===== config.mk =====
export PLATFORM = sky130hd
export DESIGN_NAME = register_stack_spill_fill_tracker
export DESIGN_NICKNAME = d
export VERILOG_FILES = /design/src/rtl/core/rssft_pkg.sv /design/src/rtl/core/rssft_calc.sv /design/src/rtl/core/register_stack_spill_fill_tracker.sv
export SDC_FILE = /design/constraint.sdc
export NUM_CORES = 1
export LEC_CHECK = 0
export BUFFER_PORTS_ARGS = -buffer_cell sky130_fd_sc_hd__clkbuf_2
export CAP_MARGIN = 20
export CORE_ASPECT_RATIO = 0.8
export CORE_MARGIN = 2
export CORE_UTILIZATION = 40
export CTS_CLUSTER_SIZE = 8
export DETAILED_ROUTE_END_ITERATION = 10
export PLACE_DENSITY_LB_ADDON = 0.15
export RECOVER_POWER = 100
export SKIP_LAST_GASP = 1
export SYNTH_ARGS = -nofsm -noshare
export SYNTH_HDL_FRONTEND = slang
export SYNTH_SLANG_ARGS = --single-unit

===== constraint.sdc =====
create_clock -name aclk -period 6.75 [get_ports aclk]
set_input_delay 0.675 -clock aclk [delete_from_list [all_inputs] [get_ports aclk]]
set_output_delay 0.675 -clock aclk [all_outputs]
set_load 0.005 [all_outputs]

===== src/rtl/core/rssft_pkg.sv =====
// Shared types, codes and lookup tables for the register stack spill/fill tracker.
// No dependencies; imported by rssft_calc and register_stack_spill_fill_tracker.
`timescale 1ns / 1ps

package rssft_pkg;

    localparam int STACK_SLOTS_DEFAULT = 8;
    localparam int COUNT_W             = 4;

    typedef enum logic [2:0] {
        OP_PUSH    = 3'd0,
        OP_POP     = 3'd1,
        OP_RESERVE = 3'd2,
        OP_FLUSH   = 3'd3,
        OP_REQUIRE = 3'd4,
        OP_CLEAR   = 3'd5
    } op_t;

    typedef enum logic [1:0] {
        CMD_NONE  = 2'd0,
        CMD_SPILL = 2'd1,
        CMD_FLUSH = 2'd2,
        CMD_FILL  = 2'd3
    } cmd_t;

    typedef enum logic [1:0] {
        KIND_MUL   = 2'd0,
        KIND_DIV   = 2'd1,
        KIND_POW   = 2'd2,
        KIND_OTHER = 2'd3
    } kind_t;

    // operand type codes
    localparam logic [2:0] TYPE_I = 3'd0;
    localparam logic [2:0] TYPE_C = 3'd4;
    localparam logic [2:0] TYPE_X = 3'd6;

    typedef struct packed {
        logic [2:0]         operation;
        logic [3:0]         value_type;
        logic [1:0]         arith_kind;
        logic [2:0]         left_type;
        logic [2:0]         right_type;
        logic [COUNT_W-1:0] wanted_depth;
    } item_t;

    typedef struct packed {
        cmd_t               command;
        logic [COUNT_W-1:0] first_count;
        logic [COUNT_W-1:0] second_count;
        logic [COUNT_W-1:0] depth_now;
        logic               underflow;
    } result_t;

    // stack slots taken by one value of a type: real 1, complex 2, others 0
    function automatic logic [1:0] slots_per_type(input logic [3:0] vtype);
        logic [1:0] n;
        begin
            unique case (vtype)
                4'd5, 4'd6, 4'd7:  n = 2'd1;
                4'd8, 4'd9, 4'd10: n = 2'd2;
                default:           n = 2'd0;
            endcase
            return n;
        end
    endfunction

    // operand type seven folds onto X
    function automatic logic [2:0] clamp_type(input logic [2:0] t);
        return (t > TYPE_X) ? TYPE_X : t;
    endfunction

    // temporaries for a power operator, by right then left operand type
    function automatic logic [2:0] power_temps(input logic [2:0] right,
                                               input logic [2:0] left);
        logic [2:0] base;
        logic [2:0] n;
        begin
            if (right == TYPE_I) begin
                base = 3'd7;
            end else if (right < TYPE_C) begin
                base = 3'd7;
            end else begin
                base = 3'd6;
            end
            if (right == TYPE_I && left == TYPE_I) begin
                n = 3'd0;
            end else if (left == TYPE_I) begin
                n = base;
            end else if (left < TYPE_C) begin
                n = base - 3'd1;
            end else begin
                n = base - 3'd2;
            end
            // apart from left = I, the right = I row is one higher than rows R..E
            if (right == TYPE_I && left != TYPE_I) begin
                n = n + 3'd1;
            end
            return n;
        end
    endfunction

endpackage


===== src/rtl/core/rssft_calc.sv =====
// Next-depth and command logic for one tracker operation.
// Depends on rssft_pkg.
`timescale 1ns / 1ps

module rssft_calc #(
    parameter int STACK_SLOTS = rssft_pkg::STACK_SLOTS_DEFAULT,
    parameter int DEPTH_W     = $clog2(STACK_SLOTS + 1)
) (
    input  rssft_pkg::item_t     item,
    input  logic [DEPTH_W-1:0]   depth,
    output logic [DEPTH_W-1:0]   depth_next,
    output rssft_pkg::result_t   result
);
    import rssft_pkg::*;

    // wide enough for depth plus up to seven temporaries
    localparam int SW = DEPTH_W + 3;
    localparam logic [SW-1:0] SLOTS = SW'(STACK_SLOTS);

    logic [SW-1:0] depth_w;
    logic [SW-1:0] n_w;
    logic [SW-1:0] need_w;
    logic [SW-1:0] sum_w;
    logic [SW-1:0] excess_w;
    logic [SW-1:0] wanted_w;
    logic [SW-1:0] first_w;
    logic [SW-1:0] second_w;
    logic [SW-1:0] new_w;
    logic [2:0]    left_c;
    logic [2:0]    right_c;
    logic [2:0]    need;
    cmd_t          cmd;
    logic          under;

    assign left_c  = clamp_type(item.left_type);
    assign right_c = clamp_type(item.right_type);
    assign depth_w = SW'(depth);
    assign n_w     = SW'(slots_per_type(item.value_type));

    always_comb begin
        need = 3'd0;
        unique case (kind_t'(item.arith_kind))
            KIND_MUL: begin
                if (left_c >= TYPE_C && right_c >= TYPE_C) need = 3'd1;
            end
            KIND_DIV: begin
                if (right_c >= TYPE_C) need = (left_c == TYPE_I) ? 3'd3 : 3'd2;
            end
            KIND_POW:   need = power_temps(right_c, left_c);
            KIND_OTHER: need = 3'd0;
        endcase
    end

    assign need_w   = SW'(need);
    assign wanted_w = (SW'(item.wanted_depth) > SLOTS) ? SLOTS : SW'(item.wanted_depth);

    always_comb begin
        cmd      = CMD_NONE;
        first_w  = '0;
        second_w = '0;
        under    = 1'b0;
        new_w    = depth_w;
        sum_w    = '0;
        excess_w = '0;
        unique case (item.operation)
            OP_PUSH: begin
                sum_w = depth_w + n_w;
                if (sum_w > SLOTS) begin
                    cmd      = CMD_SPILL;
                    second_w = depth_w;
                    new_w    = n_w;
                end else begin
                    new_w = sum_w;
                end
            end
            OP_POP: begin
                if (n_w > depth_w) begin
                    new_w = '0;
                    under = 1'b1;
                end else begin
                    new_w = depth_w - n_w;
                end
            end
            OP_RESERVE: begin
                sum_w = depth_w + need_w;
                if (sum_w > SLOTS) begin
                    excess_w = sum_w - SLOTS;
                    if (excess_w > depth_w) excess_w = depth_w;
                    new_w    = depth_w - excess_w;
                    cmd      = CMD_SPILL;
                    first_w  = depth_w - excess_w;
                    second_w = excess_w;
                end
            end
            OP_FLUSH: begin
                if (depth_w != '0) begin
                    cmd      = CMD_FLUSH;
                    second_w = depth_w;
                    new_w    = '0;
                end
            end
            OP_REQUIRE: begin
                if (wanted_w > depth_w) begin
                    cmd      = CMD_FILL;
                    first_w  = wanted_w - depth_w;
                    second_w = depth_w;
                    new_w    = wanted_w;
                end
            end
            OP_CLEAR: new_w = '0;
            default: ;  // unused codes leave the depth alone
        endcase
    end

    assign depth_next          = new_w[DEPTH_W-1:0];
    assign result.command      = cmd;
    assign result.first_count  = first_w[COUNT_W-1:0];
    assign result.second_count = second_w[COUNT_W-1:0];
    assign result.depth_now    = new_w[COUNT_W-1:0];
    assign result.underflow    = under;

endmodule


===== src/rtl/core/register_stack_spill_fill_tracker.sv =====
// Top level of the register stack spill/fill tracker: input and result registers.
// Depends on rssft_pkg and rssft_calc.
`timescale 1ns / 1ps

// Tracks the occupancy of a STACK_SLOTS-entry register stack and returns one
// command (none, spill, flush, fill) with its counts for every operation.
// Throughput is one operation per clock unless the master stalls. A result
// passes through the input register, then the result register, before it shows
// on the master side; a stalled master holds both stages. The single depth
// register is updated as each operation leaves the input register, so
// consecutive operations see each other's effect without bubbles.
// Counts of sixteen (STACK_SLOTS = 16) show modulo 16 in the 4-bit fields.
module register_stack_spill_fill_tracker #(
    parameter int STACK_SLOTS = rssft_pkg::STACK_SLOTS_DEFAULT
) (
    input  logic        aclk,
    input  logic        aresetn,
    input  logic        s_tvalid,
    output logic        s_tready,
    // [2:0] operation, [6:3] value_type, [8:7] arith_kind, [11:9] left_type,
    // [14:12] right_type, [18:15] wanted_depth, [23:19] zero
    input  logic [23:0] s_tdata,
    output logic        m_tvalid,
    input  logic        m_tready,
    // [1:0] command, [5:2] first_count, [9:6] second_count, [13:10] depth_now,
    // [14] underflow, [15] zero
    output logic [15:0] m_tdata
);
    import rssft_pkg::*;

    localparam int DEPTH_W = $clog2(STACK_SLOTS + 1);

    logic               in_valid_reg;
    item_t              item_reg;
    logic               out_valid_reg;
    result_t            res_reg;
    logic [DEPTH_W-1:0] depth_reg;
    logic [DEPTH_W-1:0] depth_next;
    result_t            res_next;
    logic               out_load;
    logic               in_adv;

    assign out_load = !out_valid_reg || m_tready;
    assign in_adv   = in_valid_reg && out_load;
    assign s_tready = !in_valid_reg || out_load;

    rssft_calc #(
        .STACK_SLOTS (STACK_SLOTS),
        .DEPTH_W     (DEPTH_W)
    ) u_calc (
        .item       (item_reg),
        .depth      (depth_reg),
        .depth_next (depth_next),
        .result     (res_next)
    );

    always_ff @(posedge aclk) begin
        if (!aresetn) begin
            in_valid_reg  <= 1'b0;
            out_valid_reg <= 1'b0;
            depth_reg     <= '0;
        end else begin
            if (s_tready) in_valid_reg <= s_tvalid;
            if (out_load) out_valid_reg <= in_valid_reg;
            if (in_adv) depth_reg <= depth_next;
        end
    end

    always_ff @(posedge aclk) begin
        if (s_tvalid && s_tready) begin
            item_reg.operation    <= s_tdata[2:0];
            item_reg.value_type   <= s_tdata[6:3];
            item_reg.arith_kind   <= s_tdata[8:7];
            item_reg.left_type    <= s_tdata[11:9];
            item_reg.right_type   <= s_tdata[14:12];
            item_reg.wanted_depth <= s_tdata[18:15];
        end
        if (in_adv) res_reg <= res_next;
    end

    assign m_tvalid = out_valid_reg;
    assign m_tdata  = {1'b0, res_reg.underflow, res_reg.depth_now,
                       res_reg.second_count, res_reg.first_count, res_reg.command};

endmodule


Yosys cells after proc, flatten, opt, wreduce, memory -nomap -nowiden

Cells that the tools add are included.
Widths: inputs -> output; s select.

Flip-flop bits (word level): 40
Output and inout bits: 18
Word-level logic and storage cells: 105

Add/sub/neg operators: 9
Magnitude comparators: 12
Equality and inequality tests: 14
Multiplexer cells: 39
Reductions and logical operators: 17

Operators with widths:

| kind                | number |
|---|---|
| $mux 4              | 15 |
| $mux 3              | 10 |
| $pmux 4 s6          | 1 |
| $pmux 4 s4          | 1 |
| $gt 7x4->1          | 2 |
| $eq 4x3->1 const B  | 3 |
| $eq 4x4->1 const B  | 3 |
| $pmux 3 s4          | 1 |
| $logic_not 3->1     | 3 |
| $pmux 2 s4          | 1 |
| $pmux 4 s2          | 1 |
| $sub 4x4->4         | 2 |
| $gt 7x4->1 const B  | 1 |
| $reduce_bool 7->1   | 1 |
| $eq 3x2->1 const B  | 2 |
| $eq 3x3->1 const B  | 2 |
| $ge 3x3->1 const B  | 2 |
| $gt 3x3->1 const B  | 2 |
| $lt 3x3->1 const B  | 2 |
| $mux 1              | 6 |
| $reduce_or 3->1     | 2 |
| $sub 5x4->6 const B | 1 |
| $add 4x2->5         | 1 |
| $add 4x3->5         | 1 |
| other kinds (17)    | 25 |

Logic depth before layout (Yosys ltp)

Depth in word-level cells: 23
Gate-level depth with buffers: 25
Mapped depth without buffers: 25

By module

Synthesis repeated with hierarchy kept, for this count alone.

Cell total of the unflattened synthesis: 270
Area total of the unflattened synthesis: 2832.7 um^2

Modules (own cells, without submodules):

| module                            | instances | cells an instance | area an instance (um^2) | seq. area each (um^2) |
|---|---|---|---|---|
| rssft_calc                        | 1         | 207               | 1542.7                  | 0.0 |
| register_stack_spill_fill_tracker | 1         | 63                | 1290.0                  | 1141.1 |

Worst setup path before layout

OpenSTA, ideal clock, no wires.

Path type: register to register
Start point: reg item_reg[6] (netlist name)
End point: reg res_reg, in the netlist m_tdata[11], data pin
Setup time: 0.262 ns
Arrival: 5.075 ns
Data required time: 6.488 ns
Setup slack: 1.413 ns
Cell stages (with the launch flop): 22
Buffers on the path: 0
Clock period less this slack: 5.337 ns
Path through: edfxtp_1 > nor3_1 > nand2b_1 > o21ai_0 > ha_1 > and3_1 > o21ai_0 > o21ai_0 > ha_1 > a21o_1 > a21oi_1 > ha_1 > inv_1 > ha_1 > or3b_2 > nor2_1 > mux2_2 > ha_1 > fa_1 > nor2_2 > a311o_1 > or2_2

Word-level cells in the longest chain between the ends: 23
Elaborated cells on any way between the ends: 32

RTL lines:

| what                                       | RTL line                                | RTL |
|---|---|---|
| start: declaration                         | register_stack_spill_fill_tracker.sv:34 | `item_t item_reg;` |
| $gt 3x3->1                                 | rssft_pkg.sv:70                         | `return (t > TYPE_X) ? TYPE_X : t;` |
| $mux 3 (*)                                 | rssft_pkg.sv:70                         |  |
| $lt 3x3->1                                 | rssft_pkg.sv:81                         | `end else if (right < TYPE_C) begin` |
| $mux 1                                     | rssft_pkg.sv:81                         |  |
| $mux 3                                     | rssft_pkg.sv:79                         | `if (right == TYPE_I) begin` |
| $mux 3                                     | rssft_calc.sv:42                        | `unique case (kind_t'(item.arith_kind))` |
| $sub 3x2->3 or $sub 3x1->3 (tied branches) | rssft_pkg.sv:93, rssft_pkg.sv:91        |  |
| $mux 3                                     | rssft_pkg.sv:90                         | `end else if (left < TYPE_C) begin` |
| [... 8 more ...]                           | n/a                                     |  |
| $gt 7x4->1                                 | rssft_calc.sv:88                        | `if (excess_w > depth_w) excess_w = depth_w;` |
| $mux 4                                     | rssft_calc.sv:88                        |  |
| $mux 4                                     | rssft_calc.sv:86                        | `if (sum_w > SLOTS) begin` |
| $mux 4                                     | rssft_calc.sv:65                        | `unique case (item.operation)` |
| $sub 4x4->4                                | rssft_calc.sv:89                        | `new_w = depth_w - excess_w;` |
| $mux 4 (*)                                 | rssft_calc.sv:86                        |  |
| $pmux 4 s6 (*)                             | rssft_calc.sv:65                        |  |
| net depth_next[1]                          | register_stack_spill_fill_tracker.sv:38 | `logic [DEPTH_W-1:0] depth_next;` |
| end signal: assignment                     | register_stack_spill_fill_tracker.sv:78 | `if (in_adv) res_reg <= res_next;` |
| end: declaration                           | register_stack_spill_fill_tracker.sv:36 | `result_t res_reg;` |

Mark *: on every way through the listed nets, which the timed path passes. The rest lies on a longest branch. The select of a mux whose other input is x is not followed.
A chain may end at the register's enable or synchronous reset.

Worst setup path after layout

Start point: reg item_reg[6] (netlist name)
End point: reg res_reg, in the netlist m_tdata[13], data pin

Same word-level chain as after synthesis.

==> impl_metrics.json <==
{
  "critPathLaunchType": "flop",
  "synth_area_mm2": 0.00267,
  "power_uw": 604,
  "first_pass_iters": 4,
  "clockRootBuffer": "clkbuf_8",
  "grt_pass1_vias": 1927,
  "ys_types": 57,
  "grt.met2_usage": 0.249,
  "yosysWarnings": 0,
  "overflow": 0,
  "setup_viol": 0,
  "diodes": 0,
  "drc": 0,
  "postRouteAntennaNets": 0,
  "final_nets": 349,
  "power.internal_uw": 442,
  "crit_type": "flop to flop",
  "largest_reg_flops": 19,
  "maxSlewHeadroom": 0.181,
  "met1_usage": 0.263,
  "area_growth_pct": 13.5,
  "fmax_ghz": 0.163,
  "finalMaxSlewViolations": 0,
  "rsz0062_at_grt": "false",
  "vias": 2082,
  "io_pins": 46,
  "rows": 26,
  "synth-seq-cells": 40,
  "crit_fanout": 7,
  "hp-class": "flop to flop",
  "place.gp.congestion": 0.878,
  "synth_ff_type": "edfxtp_1",
  "peakVddDrop_mv": 0.121,
  "ctsHtreeMaxLevel": 2,
  "postCtsHoldBufs": 0,
  "wirelength_um": 5820,
  "portBuffers": 39,
  "grt_max_degree": 20,
  "seqPwrFrac": 0.492,
  "die_h_um": 77.1,
  "grt_first_pass_wirelength_um": 9630,
  "combPwrFrac": 0.175,
  "die_area_mm2": 0.00735,
  "swShare": 0.269,
  "arrival_ns": 6.14,
  "fin_crit_ns": 6.13,
  "period_share": 0.908,
  "cts_resized": 0,
  "netSwitchingPower_uw": 162,
  "endpoint_kind": "flop",
  "dp_hpwl_um": 4360,
  "cts_made_buffers": 5,
  "final_layout_size_suffix_gt1_frac": 0.159,
  "clk_pin_slew_ns": 0.08,
  "ys_seq_area_frac": 0.428,
  "use_met3": 0.0344,
  "power_leakage_uw": 0.00120,
  "routed_via_density": 5.48,
  "insertion_delay_ns": 0.29,
  "antenna_found_initial": 0,
  "die-width_um": 95.3,
  "outcome": "complete, no violations",
  "clk_path_buf_depth": 2,
  "maxCapViolations": 0,
  "skew_ns": 0.00609,
  "tightest_slew_ns": 1.23,
  "postCtsSetupBuffers": 0,
  "syn-instance-count": 257,
  "crit_required_ns": 6.76,
  "synth-async-reset-ratio": 0,
  "cts_tree": "yes",
  "power_frac_clock": 0.333,
  "clock_sinks": 40,
  "finalHoldViolations": 0,
  "synth_enable_flop_cells": 34,
  "coreArea_mm2": 0.00641,
  "start_util": 0.416,
  "synth.avg_cell_area_um2": 10.4,
  "setup_tns_ns": 0,
  "p_per_area_mw_per_mm2": 199,
  "grt_busiest_layer": "met1",
  "drtIter0Drc": 103,
  "routedWlPerCell_um": 15.3,
  "grt_usage": 0.171,
  "synth_nets": 311
}
metrics by stage:
stage / util / area [um^2] / worst slack, ns / hold WS (ns) / instances
4_1_cts: 0.475 / 3050 / 0.670 / 0.539 / 380
6_report: 0.472 / 3030 / 0.623 / 0.548 / 380
5_1_grt: 0.472 / 3030 / 0.0904 / 0.540 / 380
2_1_floorplan: - / 2670 / 1.41 / 0.485 / 257
3_3_place_gp: 0.457 / 2930 / 0.771 / 0.521 / 372
3_5_place_dp: 0.457 / 2930 / 0.710 / 0.508 / 372
power by group through the flow:
stage               combinational [uW]  sequential [uW]  clock (uW)
floorplan                         79.7              297           0
global placement                   105              303           0
detailed placement                 106              303           0
CTS                                107              297         209
global route                       121              300         217
finish                             106              297         201
cell families (layout without fill, tap and decap cells):
| group | after synthesis | after routing | synth area share |
|---|---|---|---|
| mux | 3 | 3 | 0.0122 |
| xor+xnor | 8 | 8 | 0.0291 |
| flops | 40 | 40 | 0.428 |
| compound gates | 73 | 73 | 0.183 |
| simple gates | 82 | 82 | 0.172 |
| fa+ha+maj | 26 | 26 | 0.139 |
| buf+inv | 24 | 63 | 0.0366 |
| other cells | 1 | 1 | 0.00141 |
placed cells by master, fill, tap and decap left out, types with 3 or more instances in the layout:
| cell type | count |
|---|---|
| a211oi_1 | 4 |
| a21o_1 | 6 |
| a21oi_1 | 17 |
| and2_1 | 4 |
| clkbuf_1 | 7 |
| clkbuf_2 | 32 |
| clkbuf_8 | 5 |
| dfxtp_1 | 6 |
| edfxtp_1 | 34 |
| fa_1 | 6 |
| ha_1 | 20 |
| inv_1 | 16 |
| nand2_1 | 19 |
| nand2b_1 | 5 |
| nand3_1 | 6 |
| nand4_1 | 3 |
| nor2_1 | 9 |
| nor2b_1 | 8 |
| nor3_1 | 5 |
| nor3b_1 | 3 |
| nor4_1 | 3 |
| o211ai_1 | 5 |
| o21ai_0 | 15 |
| o22ai_1 | 5 |
| or3_1 | 4 |
| xnor2_1 | 6 |
routing by layer:
metal | routed length, um | vias to the layer above
li1 | - | 1039
met1 | 2910 | 984
met2 | 2540 | 54
met3 | 344 | 5
met4 | 33 | 0
met5 | 0 | -
worst max-delay path, cell delays in order, from the launching register on:
cell and delay [ns]:
edfxtp_1 0.43, nor3_1 0.45, nand2b_1 0.21, o21ai_0 0.10, ha_1 0.29, and3_1 0.13
o21ai_0 0.06, o21ai_0 0.31, ha_1 0.30, a21o_1 0.17, a21oi_1 0.13, ha_1 0.20
inv_1 0.06, ha_1 0.30, or3b_2 0.50, o22ai_1 0.50, mux2i_1 0.27, ha_1 0.29
a21oi_1 0.14, o21ai_0 0.11, xnor2_1 0.16, nor2_1 0.09, nor4_1 0.47, a31oi_1 0.14
synthesized netlist by cell type, types with 6 or more instances:
cell type	count	share of area
a21o_1	6	0.017
a21oi_1	17	0.032
dfxtp_1	6	0.045
edfxtp_1	34	0.38
fa_1	6	0.045
ha_1	20	0.094
inv_1	16	0.023
nand2_1	18	0.025
nand3_1	6	0.011
nor2_1	8	0.011
nor2b_1	8	0.019
o21ai_0	15	0.028
xnor2_1	6	0.020
final cells by class:
type,count,area [um^2]
Clock buffer,5,68.8
Clock inverter,3,46.3
Fill cell,613,3380
Inverter,16,60.1
Multi-Input combinational cell,193,1420
Sequential cell,40,1140
Tap cell,84,105
Timing Repair Buffer,39,186
path summary, 6_finish.rpt:
path                               endpoint  depth (start not counted)  slack, ns    startpoint
worst max-delay path            m_tdata[13]                         23       0.62   item_reg[6]
worst min-delay path               m_tvalid                          1       0.55  in_valid_reg
worst max register to register  m_tdata[13]                         23       0.62   item_reg[6]
worst min register to register     m_tvalid                          1       0.55  in_valid_reg
(Power assumes the default switching activity.)
